### config.mk
export PLATFORM = sky130hd
export DESIGN_NAME = rtm_ram
export DESIGN_NICKNAME = d
export VERILOG_FILES = /design/src/rtl/route_table_first_match_unit_assert.svh /design/src/rtl/rtm_ram.sv
export SDC_FILE = /design/constraint.sdc
export NUM_CORES = 1
export LEC_CHECK = 0
export ABC_CLOCK_PERIOD_IN_PS = 2300
export BUFFER_PORTS_ARGS = -buffer_cell sky130_fd_sc_hd__clkbuf_2
export CELL_PAD_IN_SITES_DETAIL_PLACEMENT = 0
export CELL_PAD_IN_SITES_GLOBAL_PLACEMENT = 2
export CORE_MARGIN = 5
export CORE_UTILIZATION = 25
export CTS_BUF_LIST = sky130_fd_sc_hd__clkbuf_4
export DETAILED_ROUTE_END_ITERATION = 12
export PLACE_DENSITY_LB_ADDON = 0.1
export SLEW_MARGIN = 40
export SYNTH_ARGS = -nofsm -noshare
export SYNTH_HDL_FRONTEND = slang
export SYNTH_SLANG_ARGS = --single-unit
export TNS_END_PERCENT = 100
### constraint.sdc
create_clock -name clk -period 2.3 [get_ports clk]
set_input_delay 0.46 -clock clk [delete_from_list [all_inputs] [get_ports clk]]
set_output_delay 0.46 -clock clk [all_outputs]
set_load 0.03 [all_outputs]
### src/rtl/route_table_first_match_unit_assert.svh
// ---------------------------------------------------------------------------
// Assertion macros for the route table
// Shared helpers that wrap clocked, reset-qualified concurrent assertions.
// ---------------------------------------------------------------------------
`ifndef ROUTE_TABLE_FIRST_MATCH_UNIT_ASSERT_SVH
`define ROUTE_TABLE_FIRST_MATCH_UNIT_ASSERT_SVH

// The consequent must hold in the same cycle as the antecedent.
`define RTM_ASSERT_SAME(label, ante, cons, msg) \
  label: assert property (@(posedge clk) disable iff (!rst_n) (ante) |-> (cons)) \
    else $error(msg);

// The consequent must hold in the cycle after the antecedent.
`define RTM_ASSERT_NEXT(label, ante, cons, msg) \
  label: assert property (@(posedge clk) disable iff (!rst_n) (ante) |=> (cons)) \
    else $error(msg);

`endif

### src/rtl/rtm_ram.sv
// ---------------------------------------------------------------------------
// Generic single-port RAM
// One read or write per cycle, read data registered.
// ---------------------------------------------------------------------------
module rtm_ram #(
  parameter int WIDTH = 8,
  parameter int DEPTH = 16,
  localparam int AW = (DEPTH > 1) ? $clog2(DEPTH) : 1
) (
  input  logic             clk,
  input  logic             en,
  input  logic             we,
  input  logic [AW-1:0]    addr,
  input  logic [WIDTH-1:0] wdata,
  output logic [WIDTH-1:0] rdata
);

  logic [WIDTH-1:0] mem [DEPTH];

  // Write or registered read at one address.
  always_ff @(posedge clk) begin
    if (en) begin
      if (we) begin
        mem[addr] <= wdata;
      end else begin
        rdata <= mem[addr];
      end
    end
  end

endmodule

==> flow_metrics.tcl <==
set metrics [dict create \
    grt.overflow.total 0 \
    ys_seq_area_frac 0.780 \
    fin_skew_ns 0.0130 \
    hold_buffers 0 \
    critPathTopFamily "flip-flops" \
    finalHoldViolCount 0 \
    final_core_util 0.295 \
    cellPowerDensity_mw_per_mm2 749 \
    cts_buffer_depth 2 \
    drive_gt1_frac 0.315 \
    fmax_mhz 606 \
    filler_cell_count 2047 \
    cts_tree "done" \
    dp_slack_ns 0.204 \
    crit_type "flip-flop to output pin" \
    grt_max_degree 24 \
    cts_resized 0 \
    start_util 0.252 \
    grtUsageTotal 0.108 \
    dp_hpwl_mm 8.19 \
    rows 53 \
    wire_per_inst_um 20.5 \
    min_period_ns 1.65 \
    drtIter0Drc 117 \
    min_path_type "primary input to flip-flop" \
    place_area_mm2 0.00586 \
    outcome "finished, final reports clean" \
    die_y_um 155 \
    via_per_inst 4.23 \
    crit_required_ns 1.84 \
    yosysUniqueCellTypes 18 \
    netlist_area_mm2 0.00524 \
    worstMarginPinSlew_ns 0.442 \
    cts_htree_levels 4 \
    clk_latency_ns 0.52 \
    pin_count 23 \
    layout.nets 307 \
    grt_pass1_wl_mm 18.1 \
    finalSetupTns_ns 0 \
    cts_inserted_buffers 17 \
    ys_seq_elements 136 \
    cp_slowest_cell "edfxtp_1" \
    crit_fanout 1 \
    antenna_found_initial 0 \
    cp_data_arrival_time_ns 1.19 \
    fin_crit_sh 0.718 \
    p_leak_nw 2.02 \
    area_growth_pct 17.3 \
    startpoint_type "flip-flop" \
    port_buffers 22 \
    cp-end-kind "output pin" \
    syn_inst 234 \
    design_area_mm2 0.00615 \
    drtAntennaViolNets 0 \
    finalWeightedCongestion 0.687 \
    coreArea_mm2 0.0208 \
    max_cap_viol_count 0 \
    post-route-worst-setup-slack_ns 0.649 \
    grt_pass1_vias 2732 \
    vias 2454 \
    cts.sinks 136 \
    first_pass_iters 4 \
    syn_nets 249 \
    slew_violations 0 \
    rsz0062_at_grt "no" \
    insertedDiodeCount 0 \
    finalSetupViolCount 0 \
    finalHoldWorstSlack_ns 0.373 \
    path_cells "clkbuf_2" \
    die_w_um 155 \
    drt-total-wl_mm 11.9 \
    cts_setup_buffers 0 \
    dieArea_mm2 0.0239 \
    path_clk_slew_ns 0.12 \
    cpPeakStageDelay_ns 0.46 \
    ir_worst_vdd_uv 197 \
    crit_buf_inv 1 \
    max_slew_margin 0.706 \
    clockRootBuffer "clkbuf_4" \
    synth_warnings 0 \
    avgSynthCellArea_um2 22.4 \
    drc 0 \
]
[sequential cells by signal, summed over array words and instances, names as in the netlist]
signal and cells:
mem 128, rdata 8
[layer usage]
metal | share of wire | vias up | wire, µm | GRT usage
li1 | - | 1118 | - | -
met1 | 0.47 | 1282 | 5620 | 0.143
met2 | 0.48 | 43 | 5760 | 0.169
met3 | 0.030 | 11 | 351 | 0.0299
met4 | 0.013 | 0 | 159 | 0.0391
met5 | 0 | - | 0 | 0
[synthesized netlist by cell type (all sizes together)]
master	number	area [µm²]
nand4	1	6.26
nand2b	2	12.5
and2	1	6.26
mux4	32	781
nor3	4	20.0
nand2	10	37.5
nand4b	2	17.5
nor2	13	48.8
edfxtp	136	4080
buf	8	60.1
a22oi	16	120
nor2b	3	18.8
clkbuf	5	18.8
or3	1	6.26
[metrics by stage]
stage	power, mW	std cells
3_5_place_dp	3.09	548
4_1_cts	4.69	580
6_report	4.60	580
5_1_grt	4.83	580
3_3_place_gp	3.09	548
2_1_floorplan	2.97	234
[where the power goes]
| part | total (mW) | leakage [nW] | internal (mW) | switching [mW] |
|---|---|---|---|---|
| Combinational | 0.252 | 0.635 | 0.102 | 0.150 |
| Clock | 1.58 | 0.156 | 0.768 | 0.813 |
| Sequential | 2.77 | 1.23 | 2.76 | 0.00868 |
[cell usage in the layout, fill, tap and decap left out, types with 2 or more instances in the layout]
| cell | n |
|---|---|
| clkbuf_4 | 20 |
| mux4_2 | 16 |
| nor3_1 | 4 |
| nand2_1 | 10 |
| clkbuf_2 | 22 |
| clkinv_2 | 4 |
| bufinv_16 | 3 |
| buf_4 | 28 |
| edfxtp_1 | 136 |
| nand2b_1 | 2 |
| nand4b_1 | 2 |
| clkinv_1 | 4 |
| nor2_1 | 13 |
| buf_12 | 2 |
| a22oi_1 | 16 |
| nor2b_1 | 3 |
| mux4_1 | 16 |
[final cells by class]
type,instances,area [µm²],share of cell area
flip-flops and latches,136,4080,0.664
multi-input cells,85,1070,0.175
repair buffers,52,360,0.0586
well taps,275,344,0.0560
clock buffers,20,150,0.0244
clock inverters,12,133,0.0216
[logic make-up after synthesis]
| kind of cell | synth area share |
|---|---|
| AOI/OAI and AO/OA | 0.0229 |
| buffers and inverters | 0.0150 |
| DFF | 0.780 |
| muxes | 0.149 |
| and+or+nand+nor | 0.0332 |
[worst paths after layout]
| kind | startpoint | to | slack (ns) | cells after the start |
|---|---|---|---|---|
| max reg2reg | mem[1][4]$_DFFE_PP_ | rdata[4]$_DFFE_PP_ | 0.78 | 3 |
| max | rdata[4]$_DFFE_PP_ | rdata[4] | 0.65 | 1 |
| min | wdata[7] | mem[3][7]$_DFFE_PP_ | 0.37 | 1 |
| min reg2reg | mem[12][4]$_DFFE_PP_ | rdata[4]$_DFFE_PP_ | 0.76 | 3 |
No activity file was read; power rests on OpenSTA's default activity.
