## src/rtl/route_table_first_match_unit_assert.svh

```systemverilog
// ---------------------------------------------------------------------------
// Assertion macros for the route table
// Shared helpers that wrap clocked, reset-qualified concurrent assertions.
// ---------------------------------------------------------------------------
`ifndef ROUTE_TABLE_FIRST_MATCH_UNIT_ASSERT_SVH
`define ROUTE_TABLE_FIRST_MATCH_UNIT_ASSERT_SVH

// The consequent must hold in the same cycle as the antecedent.
`define RTM_ASSERT_SAME(label, ante, cons, msg) \
  label: assert property (@(posedge clk) disable iff (!rst_n) (ante) |-> (cons)) \
    else $error(msg);

// The consequent must hold in the cycle after the antecedent.
`define RTM_ASSERT_NEXT(label, ante, cons, msg) \
  label: assert property (@(posedge clk) disable iff (!rst_n) (ante) |=> (cons)) \
    else $error(msg);

`endif

```

## src/rtl/rtm_pkg.sv

```systemverilog
// ---------------------------------------------------------------------------
// Route table package
// Types, codes and defaults shared by the route table modules.
// ---------------------------------------------------------------------------
package rtm_pkg;

  // Default number of table entries.
  localparam int DEF_TABLE_DEPTH = 16;

  // Operation codes carried with each input item.
  typedef enum logic [1:0] {
    OP_LOOKUP = 2'd0,
    OP_ADD    = 2'd1,
    OP_CLEAR  = 2'd2,
    OP_NOP    = 2'd3
  } op_t;

  // Result status codes.
  typedef enum logic [2:0] {
    ST_MISS     = 3'd0,
    ST_HIT      = 3'd1,
    ST_UPDATED  = 3'd2,
    ST_INSERTED = 3'd3,
    ST_FULL     = 3'd4,
    ST_CLEARED  = 3'd5
  } status_t;

  // Sequencer states.
  typedef enum logic [1:0] {
    S_IDLE,
    S_SCAN,
    S_DONE
  } state_t;

  // One stored route, already brought to the form of its family.
  typedef struct packed {
    logic        family;
    logic [63:0] dest_high;
    logic [63:0] dest_low;
    logic [63:0] mask_high;
    logic [63:0] mask_low;
    logic [63:0] gw_high;
    logic [63:0] gw_low;
    logic        gw_given;
    logic [7:0]  flags;
    logic [31:0] metric;
  } entry_t;

  localparam int ENTRY_W = $bits(entry_t);

  // One accepted request: the operation and the fitted route fields.
  typedef struct packed {
    op_t    op;
    entry_t entry;
  } item_t;

  // One result item.
  typedef struct packed {
    status_t     status;
    logic [3:0]  hit_index;
    logic [63:0] gw_high;
    logic [63:0] gw_low;
    logic        gw_given;
    logic [7:0]  flags;
    logic [31:0] metric;
  } result_t;

endpackage

```

## src/rtl/rtm_scan.sv

```systemverilog
// ---------------------------------------------------------------------------
// Route table scan sequencer
// Walks the stored entries one per cycle, finds the first match and commits
// updates, inserts and clears.
// ---------------------------------------------------------------------------
`include "route_table_first_match_unit_assert.svh"

module rtm_scan #(
  parameter int TABLE_DEPTH = rtm_pkg::DEF_TABLE_DEPTH,
  localparam int IDX_W = $clog2(TABLE_DEPTH),
  localparam int CNT_W = $clog2(TABLE_DEPTH + 1)
) (
  input  logic             clk,
  input  logic             rst_n,
  input  logic             item_valid,
  output logic             item_ready,
  input  rtm_pkg::item_t   item,
  output logic             res_valid,
  input  logic             res_ready,
  output rtm_pkg::result_t res,
  output logic             mem_en,
  output logic             mem_we,
  output logic [IDX_W-1:0] mem_addr,
  output rtm_pkg::entry_t  mem_wdata,
  input  rtm_pkg::entry_t  mem_rdata
);
  import rtm_pkg::*;

  localparam int IXW = (IDX_W > 4) ? IDX_W : 4;

  state_t           state_r, state_nxt;
  item_t            item_r, item_nxt;
  logic [CNT_W-1:0] cnt_r, cnt_nxt;
  logic [CNT_W-1:0] issue_r, issue_nxt;
  logic             cmp_vld_r, cmp_vld_nxt;
  logic [IDX_W-1:0] cmp_idx_r, cmp_idx_nxt;
  logic             found_r, found_nxt;
  logic [IDX_W-1:0] found_idx_r, found_idx_nxt;
  entry_t           hit_r, hit_nxt;
  logic             match;
  logic             last_cmp;
  logic             table_full;

  // Low four bits of an entry index, zero-extended for small tables.
  function automatic logic [3:0] low_index(input logic [IDX_W-1:0] idx);
    logic [IXW-1:0] wide;
    wide = IXW'(idx);
    return wide[3:0];
  endfunction

  // Lookup rule: same family and the masked destinations agree.
  function automatic logic lookup_match(input entry_t e, input entry_t q);
    return (e.family == q.family) &&
           ((q.dest_high & e.mask_high) == (e.dest_high & e.mask_high)) &&
           ((q.dest_low & e.mask_low) == (e.dest_low & e.mask_low));
  endfunction

  // Add rule: family, destination and netmask all equal.
  function automatic logic add_match(input entry_t e, input entry_t q);
    return (e.family == q.family) &&
           (e.dest_high == q.dest_high) && (e.dest_low == q.dest_low) &&
           (e.mask_high == q.mask_high) && (e.mask_low == q.mask_low);
  endfunction

  // Compare of the entry read in the previous cycle.
  always_comb begin
    if (item_r.op == OP_LOOKUP) begin
      match = cmp_vld_r && lookup_match(mem_rdata, item_r.entry);
    end else begin
      match = cmp_vld_r && add_match(mem_rdata, item_r.entry);
    end
    last_cmp   = cmp_vld_r && (CNT_W'(cmp_idx_r) == (cnt_r - CNT_W'(1)));
    table_full = (cnt_r == CNT_W'(TABLE_DEPTH));
  end

  // State and working registers.
  always_ff @(posedge clk) begin
    if (!rst_n) begin
      state_r   <= S_IDLE;
      cnt_r     <= '0;
      cmp_vld_r <= 1'b0;
    end else begin
      state_r   <= state_nxt;
      cnt_r     <= cnt_nxt;
      cmp_vld_r <= cmp_vld_nxt;
    end
  end

  always_ff @(posedge clk) begin
    item_r      <= item_nxt;
    issue_r     <= issue_nxt;
    cmp_idx_r   <= cmp_idx_nxt;
    found_r     <= found_nxt;
    found_idx_r <= found_idx_nxt;
    hit_r       <= hit_nxt;
  end

  // Next state, memory requests and the result.
  always_comb begin
    state_nxt     = state_r;
    item_nxt      = item_r;
    cnt_nxt       = cnt_r;
    issue_nxt     = issue_r;
    cmp_vld_nxt   = 1'b0;
    cmp_idx_nxt   = cmp_idx_r;
    found_nxt     = found_r;
    found_idx_nxt = found_idx_r;
    hit_nxt       = hit_r;
    item_ready    = 1'b0;
    res_valid     = 1'b0;
    mem_en        = 1'b0;
    mem_we        = 1'b0;
    mem_addr      = issue_r[IDX_W-1:0];
    mem_wdata     = item_r.entry;
    res           = '0;
    res.status    = ST_MISS;

    case (state_r)
      S_IDLE: begin
        item_ready = 1'b1;
        if (item_valid) begin
          item_nxt  = item;
          issue_nxt = '0;
          found_nxt = 1'b0;
          if (item.op == OP_CLEAR) begin
            cnt_nxt   = '0;
            state_nxt = S_DONE;
          end else if ((item.op == OP_NOP) || (cnt_r == '0)) begin
            state_nxt = S_DONE;
          end else begin
            state_nxt = S_SCAN;
          end
        end
      end

      S_SCAN: begin
        // Evaluate the entry read last cycle, then issue the next read.
        if (match) begin
          found_nxt     = 1'b1;
          found_idx_nxt = cmp_idx_r;
          hit_nxt       = mem_rdata;
          state_nxt     = S_DONE;
        end else if (last_cmp) begin
          state_nxt = S_DONE;
        end else if (issue_r < cnt_r) begin
          mem_en      = 1'b1;
          cmp_vld_nxt = 1'b1;
          cmp_idx_nxt = issue_r[IDX_W-1:0];
          issue_nxt   = issue_r + CNT_W'(1);
        end
      end

      S_DONE: begin
        res_valid = 1'b1;
        case (item_r.op)
          OP_LOOKUP: begin
            if (found_r) begin
              res.status    = ST_HIT;
              res.hit_index = low_index(found_idx_r);
              res.gw_high   = hit_r.gw_high;
              res.gw_low    = hit_r.gw_low;
              res.gw_given  = hit_r.gw_given;
              res.flags     = hit_r.flags;
              res.metric    = hit_r.metric;
            end
          end
          OP_ADD: begin
            if (found_r) begin
              res.status    = ST_UPDATED;
              res.hit_index = low_index(found_idx_r);
            end else if (table_full) begin
              res.status = ST_FULL;
            end else begin
              res.status    = ST_INSERTED;
              res.hit_index = low_index(cnt_r[IDX_W-1:0]);
            end
          end
          OP_CLEAR: begin
            res.status = ST_CLEARED;
          end
          default: begin
            res.status = ST_MISS;
          end
        endcase

        // Commit the write-back as the result is handed over.
        if (res_ready) begin
          state_nxt = S_IDLE;
          if (item_r.op == OP_ADD) begin
            if (found_r) begin
              mem_en   = 1'b1;
              mem_we   = 1'b1;
              mem_addr = found_idx_r;
            end else if (!table_full) begin
              mem_en   = 1'b1;
              mem_we   = 1'b1;
              mem_addr = cnt_r[IDX_W-1:0];
              cnt_nxt  = cnt_r + CNT_W'(1);
            end
          end
        end
      end

      default: begin
        state_nxt = S_IDLE;
      end
    endcase
  end

  // Checks on the sequencer.
  `RTM_ASSERT_SAME(a_cnt_bound, 1'b1, cnt_r <= CNT_W'(TABLE_DEPTH),
                   "entry count exceeds table depth")
  `RTM_ASSERT_SAME(a_write_on_commit, mem_we,
                   (state_r == S_DONE) && res_ready && (item_r.op == OP_ADD),
                   "table written outside an add commit")
  `RTM_ASSERT_NEXT(a_clear_empties, item_valid && item_ready && (item.op == OP_CLEAR),
                   cnt_r == '0, "clear did not empty the table")
  `RTM_ASSERT_NEXT(a_insert_grows, mem_we && !found_r,
                   cnt_r == ($past(cnt_r) + CNT_W'(1)), "insert did not grow the count")

endmodule

```

## config.mk

```make
export PLATFORM = sky130hd
export DESIGN_NAME = rtm_scan
export DESIGN_NICKNAME = d
export VERILOG_FILES = /design/src/rtl/rtm_pkg.sv /design/src/rtl/rtm_scan.sv
export VERILOG_INCLUDE_DIRS = /design/src /design/src/rtl
export SDC_FILE = /design/constraint.sdc
export NUM_CORES = 1
export LEC_CHECK = 0
export BUFFER_PORTS_ARGS = -buffer_cell sky130_fd_sc_hd__buf_2
export CORE_AREA = 2 2 578 580
export DETAILED_ROUTE_END_ITERATION = 16
export DIE_AREA = 0 0 580 582
export PLACE_DENSITY = 0.3
export SYNTH_ARGS = -nofsm -noshare
export SYNTH_HDL_FRONTEND = slang
export SYNTH_SLANG_ARGS = --single-unit
```

## constraint.sdc

```tcl
create_clock -name clk -period 18 [get_ports clk]
set_clock_uncertainty 0.2 [all_clocks]
set_input_delay 0 -clock clk [delete_from_list [all_inputs] [get_ports clk]]
set_output_delay 0 -clock clk [all_outputs]
set_load 0.02 [all_outputs]
```

==> run_results.csv <==
group,metric,value,unit
synthesis,synth_top_area_share,66.9,%
clock_tree,cts_tree,"done",
route,wl,287,mm
clock_tree,clockBufferDepth,4,
final_layout,fill_cells,37200,
global_route,grt.overflow.total,0,
place,dp.cells,7311,
worst_setup_path,setup.worst_path.class,"reg2reg",
route,vias,26000,
power,p_int,3.24,mW
power,p_clk_share,41.0,%
clock_tree,cts_htree_levels,3,
synthesis,yosys_most_used_dff,"edfxtp_1",
synthesis,ys_warn_count,0,
synthesis,ys_top_cells_by_area,"edfxtp_1, buf_4, xor2_1, and2_1, nor4_1",
synthesis,synth_seq_area_share,67.5,%
clock_tree,postCtsSetupBuffers,0,
worst_setup_path,cp_slowest_stage_delay,0.99,ns
floorplan,die_h,582,um
outcome,outcome,"finished clean",
worst_setup_path,start_kind,"flop",
sta,worst-slew-pin-transition,1.29,ns
worst_setup_path,rr_worst_depth,10,
route,wl_per_cell,32.8,um
clock_tree,path_clk_slew,0.06,ns
clock_tree,cts_sinks,619,
route,firstDrtPassIters,5,
sta,hold_viol_final,0,
power,pwr-share-seq,37.3,%
power,p_sw_share,32.6,%
sta,max_freq,151,MHz
synthesis,synth_seq_cells,619,
final_layout,finalNonFillerCells,8766,
synthesis,synth_cells,1869,
power,p_per_area,91.1,nW/um2
route,drc_errors,0,
flow_run,drv_cap,0,
synthesis,syn_area,27400,um2
global_route,antenna_found_initial,248,
clock_tree,numCtsBuffers,97,
global_route,grt_pass1_vias,27200,
worst_setup_path,crit_path_frequent_cell,"buf_4",
place,place_area,37300,um2
final_layout,fin_area,52700,um2
power,peakVddDrop,72.4,uV
route,vias_per_cell,2.97,
synthesis,synth_most_common_cell,"edfxtp_1",
global_route,grt_max_degree,170,
place,placement.io_buffers,1467,
final_layout,drive_above_1_share,38.7,%
sta,max-slew-margin-rel,14.0,%
sta,finalMaxSlewViolations,0,
clock_tree,ctsHoldBuffers,1202,
final_layout,area_growth,92.3,%
synthesis,yosys-top-cells-count,"edfxtp_1, buf_4, xor2_1, and2_1, inv_1",
synthesis,synth_nets,2737,
worst_setup_path,cp_cell_sequence,"xor2_1 -> nor4_1 -> buf_4 -> nand4bb_1 -> nor4_1 -> and4_1 -> a41oi_2 -> nor2_4 -> buf_4 -> buf_4",
sta,setup_ws,11.38,ns
clock_tree,cts-root-buf,"clkbuf_16",
floorplan,rows,212,
sta,tns,0,ns
synthesis,synth_area_leader_cell,"edfxtp_1",
worst_setup_path,cp.arrival,6.86,ns
floorplan,dieWidth,580,um
place,hpwl,256,mm
sta,finalSetupViolCount,0,
clock_tree,clk_latency,0.82,ns
floorplan,start_util,8.26,%
sta,fin_crit_sh,36.8,%
synthesis,async_flop_share,0,%
power,combinationalPowerShare,21.6,%
global_route,grt_util_all_layers,16.4,%
hold_path,holdCritPathClass,"in2reg",
synthesis,synth_edf_count,611,
worst_setup_path,cp_max_fo,67,
clock_tree,ctsResizeCount,0,
power,switchingPower,1.57,mW
route,drt-initial-drc-count,1548,
sta,min_period,6.62,ns
route,postRouteAntennaNets,0,
global_route,grt_pass1_wl,344,mm
worst_setup_path,slowest_stage,"nor4_1",
worst_setup_path,cp-end-kind,"flop",
place,place.gp.congestion,0.920,
synthesis,syn_area_per_cell,14.7,um2
floorplan,die_area,338000,um2
worst_setup_path,worstPathRequired,18.25,ns
hold_path,min_path_cells,6,
synthesis,yosysUniqueCellTypes,51,
floorplan,core,332000,um2
floorplan,ioPinCount,1468,
final_layout,nets,5093,
power,p_leak,20.9,nW
sta,rsz0062_at_grt,"false",
place,pre_cts_ws,11.20,ns
==> cells by family after synthesis <==
logic type	synth area share [%]
buf+inv	12.7
fa+ha+maj	0.457
simple gates	8.41
mux	0.110
compound gates	4.04
flops	67.5
xor+xnor	6.71
==> per-stage QoR <==
step | hold slack (ns) | util, % | total power, mW
2_1_floorplan | -0.101 | - | 2.20
3_3_place_gp | -0.0238 | 11.2 | 2.65
3_5_place_dp | -0.0219 | 11.2 | 2.65
4_1_cts | 0.0397 | 15.8 | 4.93
5_1_grt | 0.123 | 15.9 | 4.99
6_report | 0.123 | 15.9 | 4.80
==> layout make-up <==
| type | instances | area (um2) | share of cell area [%] |
|---|---|---|---|
| Clock inverter | 56 | 659 | 1.25 |
| Tap cell | 4387 | 5490 | 10.4 |
| Clock buffer | 115 | 2490 | 4.73 |
| Antenna cell | 82 | 205 | 0.389 |
| Sequential cell | 619 | 18500 | 35.1 |
| Multi-Input combinational cell | 746 | 5490 | 10.4 |
| Inverter | 58 | 218 | 0.413 |
| Timing Repair Buffer | 2703 | 19700 | 37.3 |
==> layout by cell type (no fill, tap or decap), drive strengths merged, types with 9 or more instances in the layout <==
cell type    count
a2111oi         12
a221oi          23
a22o            21
a22oi           28
and2           175
buf           1501
bufinv          11
clkbuf         115
clkinv          32
diode           82
dlygate4sd3   1202
edfxtp         611
ha              10
inv             63
nand2           18
nand3           12
nand4           24
nor2            24
nor2b           40
nor3             9
nor4            51
o21ai           11
o22ai           17
xnor2           25
xor2           185
==> power by group through the flow <==
| stage | sequential, mW | combinational [mW] | clock [mW] |
|---|---|---|---|
| global route | 1.80 | 1.10 | 2.09 |
| global placement | 1.82 | 0.835 | 0 |
| CTS | 1.80 | 1.07 | 2.06 |
| floorplan | 1.82 | 0.382 | 0 |
| detailed placement | 1.82 | 0.831 | 0 |
| finish | 1.79 | 1.04 | 1.97 |
==> flip-flops by register name, indices dropped and copies added (netlist names) <==
name and cells:
cmp_idx_r 4, cmp_vld_r 1, cnt_r 5, found_idx_r 4, found_r 1, hit_r 169
issue_r 5, item_r 2, mem_wdata 426, state_r 2
==> final timing paths <==
kind              slack [ns]                     start                        to
hold reg to reg         0.28    cmp_idx_r[0]$_DFFE_PP_  found_idx_r[0]$_DFFE_PP_
hold / removal          0.12                 item[427]   state_r[1]$_SDFFE_PN0P_
setup / recovery       11.38  mem_wdata[377]$_DFFE_PP_       hit_r[15]$_DFFE_PP_
setup reg to reg       11.38  mem_wdata[377]$_DFFE_PP_       hit_r[15]$_DFFE_PP_
==> worst max-delay path: cells and delay by family, from the launching register on <==
kind	cells	cell delay [ns]
simple gates	5	2.98
buf+inv	3	1.77
compound gates	1	0.42
flops	1	0.40
xor+xnor	1	0.33
==> routing by layer <==
| layer | up-vias | part of all wire (%) | global-route usage, % |
|---|---|---|---|
| li1 | 11200 | - | - |
| met1 | 12600 | 38 | 18.6 |
| met2 | 1582 | 45 | 26.8 |
| met3 | 522 | 13 | 8.78 |
| met4 | 158 | 2.9 | 4.09 |
| met5 | - | 0.37 | 0 |
No activity file was read; power rests on OpenSTA's default activity.
